==> src/hw/rtl/svct_pkg.sv <==
// shared types and constants for the smallest values count table
package svct_pkg;

    localparam int ENTRIES_DEFAULT = 10;
    localparam int VALUE_W         = 32;
    localparam int COUNT_W         = 32;
    localparam int INDEX_W         = 6;

    localparam logic [COUNT_W-1:0] COUNT_MAX = {COUNT_W{1'b1}};

    localparam logic OP_RECORD = 1'b0;
    localparam logic OP_DUMP   = 1'b1;

    typedef struct packed {
        logic               opcode;
        logic [VALUE_W-1:0] sample_value;
    } in_item_t;

    typedef struct packed {
        logic [INDEX_W-1:0] entry_index;
        logic               entry_valid;
        logic [VALUE_W-1:0] entry_value;
        logic [COUNT_W-1:0] entry_count;
        logic               last;
    } out_item_t;

    // commands from the controller to the datapath
    typedef struct packed {
        logic               rec_en;
        logic               dump_en;
        logic               dump_last;
        logic [INDEX_W-1:0] dump_index;
    } cmd_t;

endpackage

==> src/hw/rtl/svct_ctrl.sv <==
// controller: accepts requests and sequences the dump of the table
module svct_ctrl #(
    parameter int ENTRIES = 10
) (
    input  logic        clk,
    input  logic        rst_n,
    input  logic        start,
    input  logic        opcode,
    output logic        busy,
    output svct_pkg::cmd_t cmd
);
    import svct_pkg::*;

    localparam int IDX_W = (ENTRIES > 1) ? $clog2(ENTRIES) : 1;
    localparam logic [IDX_W-1:0] LAST_IDX = IDX_W'(ENTRIES - 1);

    typedef enum logic {
        S_IDLE,
        S_DUMP
    } state_t;

    state_t           state_reg;
    logic [IDX_W-1:0] idx_reg;
    logic             accept;

    assign busy   = (state_reg == S_DUMP);
    assign accept = start && !busy;

    always_comb
    begin
        cmd.rec_en     = accept && (opcode == OP_RECORD);
        cmd.dump_en    = (state_reg == S_DUMP);
        cmd.dump_last  = (state_reg == S_DUMP) && (idx_reg == LAST_IDX);
        cmd.dump_index = INDEX_W'(idx_reg);
    end

    always_ff @(posedge clk or negedge rst_n)
    begin
        if (!rst_n)
        begin
            state_reg <= S_IDLE;
            idx_reg   <= '0;
        end
        else
        begin
            case (state_reg)
                S_IDLE:
                begin
                    idx_reg <= '0;
                    if (accept && (opcode == OP_DUMP))
                    begin
                        state_reg <= S_DUMP;
                    end
                end
                S_DUMP:
                begin
                    if (idx_reg == LAST_IDX)
                    begin
                        state_reg <= S_IDLE;
                        idx_reg   <= '0;
                    end
                    else
                    begin
                        idx_reg <= idx_reg + IDX_W'(1);
                    end
                end
                default:
                begin
                    state_reg <= S_IDLE;
                    idx_reg   <= '0;
                end
            endcase
        end
    end

    a_last_ends_dump: assert property (@(posedge clk) disable iff (!rst_n)
        cmd.dump_last |=> !busy)
        else $error("dump did not end after last slot");

    a_dump_starts: assert property (@(posedge clk) disable iff (!rst_n)
        (start && !busy && (opcode == OP_DUMP)) |=> (busy && (idx_reg == '0)))
        else $error("dump request did not start at slot zero");

    a_no_record_while_busy: assert property (@(posedge clk) disable iff (!rst_n)
        busy |-> !cmd.rec_en)
        else $error("record issued during dump");

endmodule

==> src/hw/rtl/svct_datapath.sv <==
// datapath: sorted slot table with parallel compare, insert and rotate for dump
module svct_datapath #(
    parameter int ENTRIES = 10
) (
    input  logic                      clk,
    input  logic                      rst_n,
    input  svct_pkg::cmd_t            cmd,
    input  logic [svct_pkg::VALUE_W-1:0] sample_value,
    output logic                      result_strobe,
    output svct_pkg::out_item_t       result
);
    import svct_pkg::*;

    logic [VALUE_W-1:0] value_reg  [ENTRIES];
    logic [COUNT_W-1:0] count_reg  [ENTRIES];
    logic [VALUE_W-1:0] value_next [ENTRIES];
    logic [COUNT_W-1:0] count_next [ENTRIES];
    logic [VALUE_W-1:0] value_rot  [ENTRIES];
    logic [COUNT_W-1:0] count_rot  [ENTRIES];
    logic [VALUE_W-1:0] value_prev [ENTRIES];
    logic [COUNT_W-1:0] count_prev [ENTRIES];
    logic [ENTRIES-1:0] match;
    logic [ENTRIES-1:0] greater;
    logic [ENTRIES-1:0] greater_prev;
    logic               any_match;
    logic               strobe_reg;
    out_item_t          result_reg;
    logic               head_valid;

    // per-slot compare; table is ascending with empty slots at the end
    always_comb
    begin
        for (int i = 0; i < ENTRIES; i++)
        begin
            match[i]   = (count_reg[i] != '0) && (value_reg[i] == sample_value);
            greater[i] = (count_reg[i] == '0) || (sample_value < value_reg[i]);
        end
    end

    assign any_match = |match;

    // neighbor taps: previous slot for insert shift, next slot for dump rotate
    always_comb
    begin
        greater_prev[0] = 1'b0;
        value_prev[0]   = value_reg[0];
        count_prev[0]   = count_reg[0];
        for (int i = 1; i < ENTRIES; i++)
        begin
            greater_prev[i] = greater[i-1];
            value_prev[i]   = value_reg[i-1];
            count_prev[i]   = count_reg[i-1];
        end
        for (int i = 0; i < ENTRIES - 1; i++)
        begin
            value_rot[i] = value_reg[i+1];
            count_rot[i] = count_reg[i+1];
        end
        value_rot[ENTRIES-1] = value_reg[0];
        count_rot[ENTRIES-1] = count_reg[0];
    end

    always_comb
    begin
        for (int i = 0; i < ENTRIES; i++)
        begin
            value_next[i] = value_reg[i];
            count_next[i] = count_reg[i];
            if (cmd.dump_en)
            begin
                // a full dump rotates the table once around
                value_next[i] = value_rot[i];
                count_next[i] = count_rot[i];
            end
            else if (cmd.rec_en)
            begin
                if (match[i])
                begin
                    if (count_reg[i] != COUNT_MAX)
                    begin
                        count_next[i] = count_reg[i] + COUNT_W'(1);
                    end
                end
                else if (!any_match && greater[i])
                begin
                    if (greater_prev[i])
                    begin
                        value_next[i] = value_prev[i];
                        count_next[i] = count_prev[i];
                    end
                    else
                    begin
                        value_next[i] = sample_value;
                        count_next[i] = COUNT_W'(1);
                    end
                end
            end
        end
    end

    always_ff @(posedge clk or negedge rst_n)
    begin
        if (!rst_n)
        begin
            for (int i = 0; i < ENTRIES; i++)
            begin
                value_reg[i] <= '0;
                count_reg[i] <= '0;
            end
            strobe_reg <= 1'b0;
        end
        else
        begin
            for (int i = 0; i < ENTRIES; i++)
            begin
                value_reg[i] <= value_next[i];
                count_reg[i] <= count_next[i];
            end
            strobe_reg <= cmd.dump_en;
        end
    end

    assign head_valid = (count_reg[0] != '0);

    always_ff @(posedge clk)
    begin
        if (cmd.dump_en)
        begin
            result_reg.entry_index <= cmd.dump_index;
            result_reg.entry_valid <= head_valid;
            result_reg.entry_value <= head_valid ? value_reg[0] : '0;
            result_reg.entry_count <= count_reg[0];
            result_reg.last        <= cmd.dump_last;
        end
    end

    assign result_strobe = strobe_reg;
    assign result        = result_reg;

    a_strobe_follows_dump: assert property (@(posedge clk) disable iff (!rst_n)
        cmd.dump_en |=> result_strobe)
        else $error("dump step produced no transfer");

    a_last_index: assert property (@(posedge clk) disable iff (!rst_n)
        (result_strobe && result.last) |-> (result.entry_index == INDEX_W'(ENTRIES - 1)))
        else $error("last marker on wrong slot");

    a_head_stays: assert property (@(posedge clk) disable iff (!rst_n)
        (head_valid && !cmd.dump_en) |=> head_valid)
        else $error("smallest slot emptied by a record");

endmodule

==> src/hw/rtl/smallest_values_count_table.sv <==
// top level: table of the smallest distinct sample values with counts
// a record request is taken only while busy is low; one may be accepted every cycle while not busy
// a dump holds busy while it steps through the rotating slot table, one slot per cycle
// dump results are registered and appear in the cycle after each step, ENTRIES transfers, last on the final slot
// the receiver cannot stall: each result strobe lasts one cycle
// reset (rst_n low, asynchronous) empties every slot and ends any dump in progress
module smallest_values_count_table #(
    parameter int ENTRIES = svct_pkg::ENTRIES_DEFAULT
) (
    input  logic                clk,
    input  logic                rst_n,
    input  logic                start,
    output logic                busy,
    input  svct_pkg::in_item_t  request,
    output logic                result_strobe,
    output svct_pkg::out_item_t result
);
    import svct_pkg::*;

    cmd_t cmd;

    svct_ctrl #(
        .ENTRIES (ENTRIES)
    ) u_ctrl (
        .clk    (clk),
        .rst_n  (rst_n),
        .start  (start),
        .opcode (request.opcode),
        .busy   (busy),
        .cmd    (cmd)
    );

    svct_datapath #(
        .ENTRIES (ENTRIES)
    ) u_datapath (
        .clk           (clk),
        .rst_n         (rst_n),
        .cmd           (cmd),
        .sample_value  (request.sample_value),
        .result_strobe (result_strobe),
        .result        (result)
    );

endmodule
==> config.mk <==
export PLATFORM = sky130hd
export DESIGN_NAME = smallest_values_count_table
export DESIGN_NICKNAME = d
export VERILOG_FILES = /design/src/hw/rtl/svct_pkg.sv /design/src/hw/rtl/svct_ctrl.sv /design/src/hw/rtl/svct_datapath.sv /design/src/hw/rtl/smallest_values_count_table.sv
export SDC_FILE = /design/constraint.sdc
export NUM_CORES = 2
export LEC_CHECK = 0
export BUFFER_PORTS_ARGS = -buffer_cell sky130_fd_sc_hd__buf_2
export CAP_MARGIN = 5
export CORE_UTILIZATION = 30
export CTS_BUF_LIST = sky130_fd_sc_hd__clkbuf_8
export CTS_CLUSTER_SIZE = 28
export DETAILED_ROUTE_END_ITERATION = 12
export HOLD_SLACK_MARGIN = 0.1
export PLACE_DENSITY = 0.55
export SYNTH_ARGS = -nofsm -noshare
export SYNTH_HDL_FRONTEND = slang
export SYNTH_SLANG_ARGS = --single-unit
==> constraint.sdc <==
create_clock -name clk -period 5.7 [get_ports clk]
set_input_delay 0.57 -clock clk [delete_from_list [all_inputs] [get_ports clk]]
set_output_delay 0.57 -clock clk [all_outputs]
set_load 0.005 [all_outputs]
# Word-level counts from Yosys, hierarchy flattened
# Cells that the tools add are included.
# word_totals
out_inout_bits	74
input_bits	36
elab_cells	303
regBits	716
# classes
add_sub_neg	11
n_eq_ne	41
order_cmp	10
reduce_logical	98
bitwise_logic	2
mux	113
# ops
operator	count
two-way mux 32 bit	108
adder 32 x 1 -> 32 bit, second input constant	10
equality test 32 bit	10
zero test 32 bit	10
< comparator 32 bit	10
!= test 32 bit, second input constant	10
nonzero test 32 bit	10
AND reduction 3 bit	20
!= test 3 bit, second input constant	10
nonzero test 3 bit	10
logical AND 1 bit	24
nonzero test 2 bit	11
!= test 2 bit, second input constant	10
logical OR 1 bit	10
OR reduction 10 bit	1
one-hot mux 4 bit (2 select lines)	1
adder 4 x 1 -> 4 bit, second input constant	1
equality test 4 bit, second input constant	1
two-way mux 4 bit	1
zero test 1 bit	2
two-way mux 1 bit	2
inverter 1 bit	2
one-hot mux 1 bit (2 select lines)	1

# Depth between registers and ports, before layout
# depth
ltp_word	9
depth_mapped	13
ltp_nobuf	10

# Cells and area by module
# A second synthesis with hierarchy kept.
# unflattened
cells_unflattened	6352
area_unflattened_um2	54696.2
# by_module_without_submodules
mod	cells_per_inst	n_inst	area_each_um2	seq_area_each_um2
svct_datapath	6324	1	54415.9	18202.5
svct_ctrl	28	1	280.3	125.1

# Worst setup path after synthesis
# No wires, ideal clock.
# synth_path
kind	register to register
startpoint	reg u_ctrl.state_reg (netlist: u_ctrl.busy)
endpoint	reg u_datapath.count_reg (netlist bit u_datapath.count_prev[66])
stages_incl_launch_ff	8
required_ns	5.540
synth_period_minus_slack_ns	4.004
path_buffers	6
setup_ns	0.160
setup_slack_ns	1.696
arrival_ns	3.844
path_cell_list	dfrtp_1 > clkbuf_1 > clkbuf_1 > buf_1 > buf_1 > clkbuf_1 > clkbuf_1 > a221oi_1
# synth_via
elab_chain_len	5
word_cells_on_any_way	8
classes_between	1 x eq/ne; 1 x mux; 6 x reduce/logical
# synth_lines
element	line_no	rtl
start: declaration	svct_ctrl.sv:22	state_t state_reg;
start signal: assignment	svct_ctrl.sv:41	state_reg <= S_IDLE;
start signal: assignment	svct_ctrl.sv:52	state_reg <= S_DUMP;
start signal: assignment	svct_ctrl.sv:59	state_reg <= S_IDLE;
zero test 1 bit	svct_ctrl.sv:27	assign accept = start && !busy;
logical AND 1 bit	svct_ctrl.sv:27	
logical AND 1 bit	svct_ctrl.sv:31	cmd.rec_en = accept && (opcode == OP_RECORD);
nonzero test 2 bit (no line)	n/a	
AND reduction 3 bit (no line)	n/a	
end signal: indexed assignment	svct_datapath.sv:117	count_reg[i] <= count_next[i];
end: declaration	svct_datapath.sv:15	logic [COUNT_W-1:0] count_reg [ENTRIES];
# Parallel ways exist; a longest one is shown, timed or not.
# A chain may end at the register's enable or synchronous reset.

# Final worst setup path
# layout_path
startpoint	reg u_datapath.count_reg (netlist bit u_datapath.count_prev[256])
endpoint	reg u_datapath.count_reg (netlist bit u_datapath.count_prev[114])
# layout_via
elab_chain_len	7
# layout_lines
element	line_no	rtl
nonzero test 32 bit	svct_datapath.sv:35	match[i] = (count_reg[i] != '0) && (value_reg[i] == sample_value);
logical AND 1 bit	svct_datapath.sv:35	
OR reduction 10 bit	svct_datapath.sv:40	assign any_match = |match;
zero test 1 bit	svct_datapath.sv:84	else if (!any_match && greater[i])
logical AND 1 bit	svct_datapath.sv:84	
nonzero test 3 bit (no line)	n/a	
AND reduction 3 bit (no line)	n/a	
# Every way passes these cells.

==> results.py <==
metrics = {
    "grt": {
        "grt_use_total_pct": 23.3,
        "grt_max_degree": 206,
        "grt_pass1_vias": 49100,
        "grt-ovfl-total": 0,
        "grt_pass1_wl_um": 324000,
        "grt_antenna_before_repair": 6,
    },
    "drt": {
        "vias_per_cell": 5.87,
        "wl_met1_um": 93300,
        "ant_nets": 0,
        "initialDrtViolationCount": 5921,
        "drc": 0,
        "wl_per_cell_um": 25.0,
        "routed.top_layer": "met5",
        "met3_length_um": 16900,
        "vias": 51300,
        "routed_wl_um": 219000,
        "dr.pass1.iters": 8,
        "met2_length_um": 100000,
    },
    "logic_synthesis": {
        "synth-simple-area-share_pct": 18.1,
        "netlist_top_cells_count": "nand2_1, dfrtp_1, clkbuf_1",
        "synth.distinct_cells": 93,
        "ys_async_sr_fraction_pct": 90.2,
        "ys_seq_area_share_pct": 33.6,
        "ys.warnings.count": 0,
        "synth_edf_count": 70,
        "syn_area_per_cell_sq_um": 8.56,
        "netlist_area_sq_um": 54400,
        "syn_inst": 6348,
        "synth_compound_area_share_pct": 18.5,
        "synthAdderAreaFrac_pct": 7.87,
        "synth_mux_area_share_pct": 11.4,
        "synth_top_family_by_area": "compound AO/OA/AOI/OAI gates",
        "yosys.cell_count.top_type": "nand2_1",
        "synth_xor_area_share_pct": 3.45,
        "ys_top_cells_by_area": "dfrtp_1, ha_1, mux2_2",
        "synth_ff_type": "dfrtp_1",
        "synth_top_cell_area_share_pct": 29.7,
        "netlist.top_cell.by_area": "dfrtp_1",
        "ys_ff_latch": 716,
    },
    "clock_tree": {
        "cts_sinks": 716,
        "insertion_delay_ns": 0.93,
        "clockRootBuffer": "clkbuf_8",
        "clock_path_buffers": 3,
        "numCtsBuffers": 147,
        "ctsResizeCount": 0,
        "htree_num_levels": 4,
        "cts_tree": "done",
        "clk_pin_slew_ns": 0.06,
    },
    "worst_setup_path": {
        "crit_fanout": 33,
        "ff2ff_path_depth": 10,
        "rr_startpoint": "u_datapath.count_prev[256]",
        "reg2reg_setup_slack_ns": 0.45,
        "critPathLaunchType": "flip-flop",
        "r2r-end": "u_datapath.count_prev[114]",
        "critPathCaptureType": "flip-flop",
        "crit_type": "flip-flop to flip-flop",
        "cp.required_ns": 6.47,
        "cp.arrival_ns": 6.02,
    },
    "sta": {
        "min_period_ns": 5.25,
        "finalSetupViolCount": 0,
        "rsz0062_at_grt": "no",
        "tns_ns": 0,
        "slew_viol_final": 0,
        "worstMarginPinSlew_ns": 1.31,
        "period_share_pct": 92.0,
        "relSlewSlack_pct": 12.6,
        "hold_violations": 0,
        "fin_worst_skew_ns": 0.0631,
        "max_clock_freq_mhz": 191,
    },
    "die": {
        "die_x_um": 428,
        "start_util_pct": 30.3,
        "ioPinCount": 110,
        "rows": 155,
        "die_h_um": 428,
        "design.core.area_sq_um": 179000,
        "dieArea_sq_um": 183000,
    },
    "power": {
        "ir_worst_vdd_uv": 356,
        "p_total_mw": 36.1,
        "leakage_nw": 26.0,
        "power_density_nw_per_um2": 592,
    },
    "finish": {
        "syn_to_final_growth_pct": 12.1,
        "utilization_pct": 34.0,
        "layout.nets": 6660,
        "drive_gt1_share_pct": 14.5,
    },
    "flow_run": {
        "cap_violations": 0,
    },
    "place": {
        "globalplace.congestion": 0.950,
        "dp_hpwl_um": 155000,
        "port_buffers": 107,
    },
    "min_path": {
        "hp-start": "request[29]",
        "hp-class": "input pin to flip-flop",
        "hold_depth": 3,
        "hold_end": "u_datapath.value_prev[125]",
    },
    "run_status": {
        "status": "finished clean",
    },
}
-- kinds of logic after synthesis --
family / count (synthesis)
AOI/OAI and AO/OA: 1526
xor gates and xnor gates: 214
adders and majority gates: 342
buffers and inverters: 971
DFF: 716
muxes: 577
other: 1
and+or+nand+nor: 2001
-- through the flow --
stage	cell area, sq um	hold WS (ns)	worst slack, ns	cells
floorplan	54400	0.274	1.70	6349
global placement	57800	0.506	0.743	8475
detailed placement	57800	0.513	0.617	8476
CTS	60900	0.113	0.619	8749
global route	60900	0.154	0.308	8754
finish	60900	0.179	0.454	8755
-- per-layer routing --
| metal | vias to the layer above | track usage [%] |
|---|---|---|
| met4 | 4 | 9.01 |
| met1 | 25600 | 31.2 |
| met2 | 2200 | 36.9 |
| li1 | 23100 | - |
| met3 | 465 | 4.62 |
| met5 | - | 0 |
-- power by group --
group	switching [mW]	internal, mW	total [mW]
Combinational	10.7	7.74	18.5
Clock	2.63	3.00	5.63
Sequential	4.18	7.81	12.0
Total	17.5	18.5	36.1
-- final cells by class --
type | instances | area, sq um
timing repair buffer | 334 | 2610
multi-input combinational | 4662 | 32500
sequential | 716 | 18300
clock inverter | 78 | 425
inverter | 421 | 1590
fill | 18800 | 118000
clock buffer | 184 | 2530
tap | 2355 | 2950
antenna | 5 | 12.5
-- critical path, cell delays in order, from the launching register on --
cell	delay, ns
dfrtp_1	0.38
inv_1	0.21
ha_1	0.19
nor4b_1	0.26
nand4_1	0.80
o211ai_2	0.63
o211ai_1	0.20
or4_4	0.63
o31ai_4	0.94
buf_4	0.48
mux2_2	0.38
-- layout by cell type (no fill, tap or decap), types with 41 or more instances in the layout --
cell type / Yosys / layout
xnor2_1: 139 / 139
a221oi_1: 72 / 71
o211ai_1: 47 / 47
nand2_1: 654 / 653
nor4_1: 134 / 130
edfxtp_1: 70 / 70
buf_4: 10 / 187
o21ai_0: 355 / 355
o311ai_0: 50 / 50
xor2_1: 75 / 75
mux2i_1: 282 / 282
o31ai_1: 61 / 60
nand3_1: 264 / 264
inv_1: 421 / 458
mux2_2: 268 / 268
and3_1: 92 / 90
ha_1: 342 / 342
buf_2: 71 / 107
o221ai_1: 41 / 41
nand4_1: 158 / 158
a21oi_1: 384 / 381
o22ai_1: 45 / 44
nor2_1: 357 / 353
dfrtp_1: 646 / 645
clkbuf_8: 0 / 184
and4_1: 50 / 50
a31oi_1: 97 / 95
and2_1: 46 / 45
nor3_1: 114 / 113
-- worst max path at each step --
stage / startpoint / endpoint / slack (ns)
6_report: u_datapath.count_prev[256] / u_datapath.count_prev[114] / 0.45
2_1_floorplan: u_ctrl.busy / u_datapath.count_prev[66] / 1.70
3_3_place_gp: u_datapath.count_prev[256] / u_datapath.count_prev[124] / 0.74
3_5_place_dp: u_datapath.count_prev[256] / u_datapath.count_prev[33] / 0.62
4_1_cts: u_datapath.count_prev[256] / u_datapath.count_prev[114] / 0.62
5_1_grt: u_datapath.count_prev[256] / u_datapath.count_prev[114] / 0.31
-- what timing repair did --
item / CTS / global route
hold buffers: 11 / 0
setup buffers: 0 / 0
endpoints found under the hold margin: 80 / 0
Power figures use the tool's default switching activity.
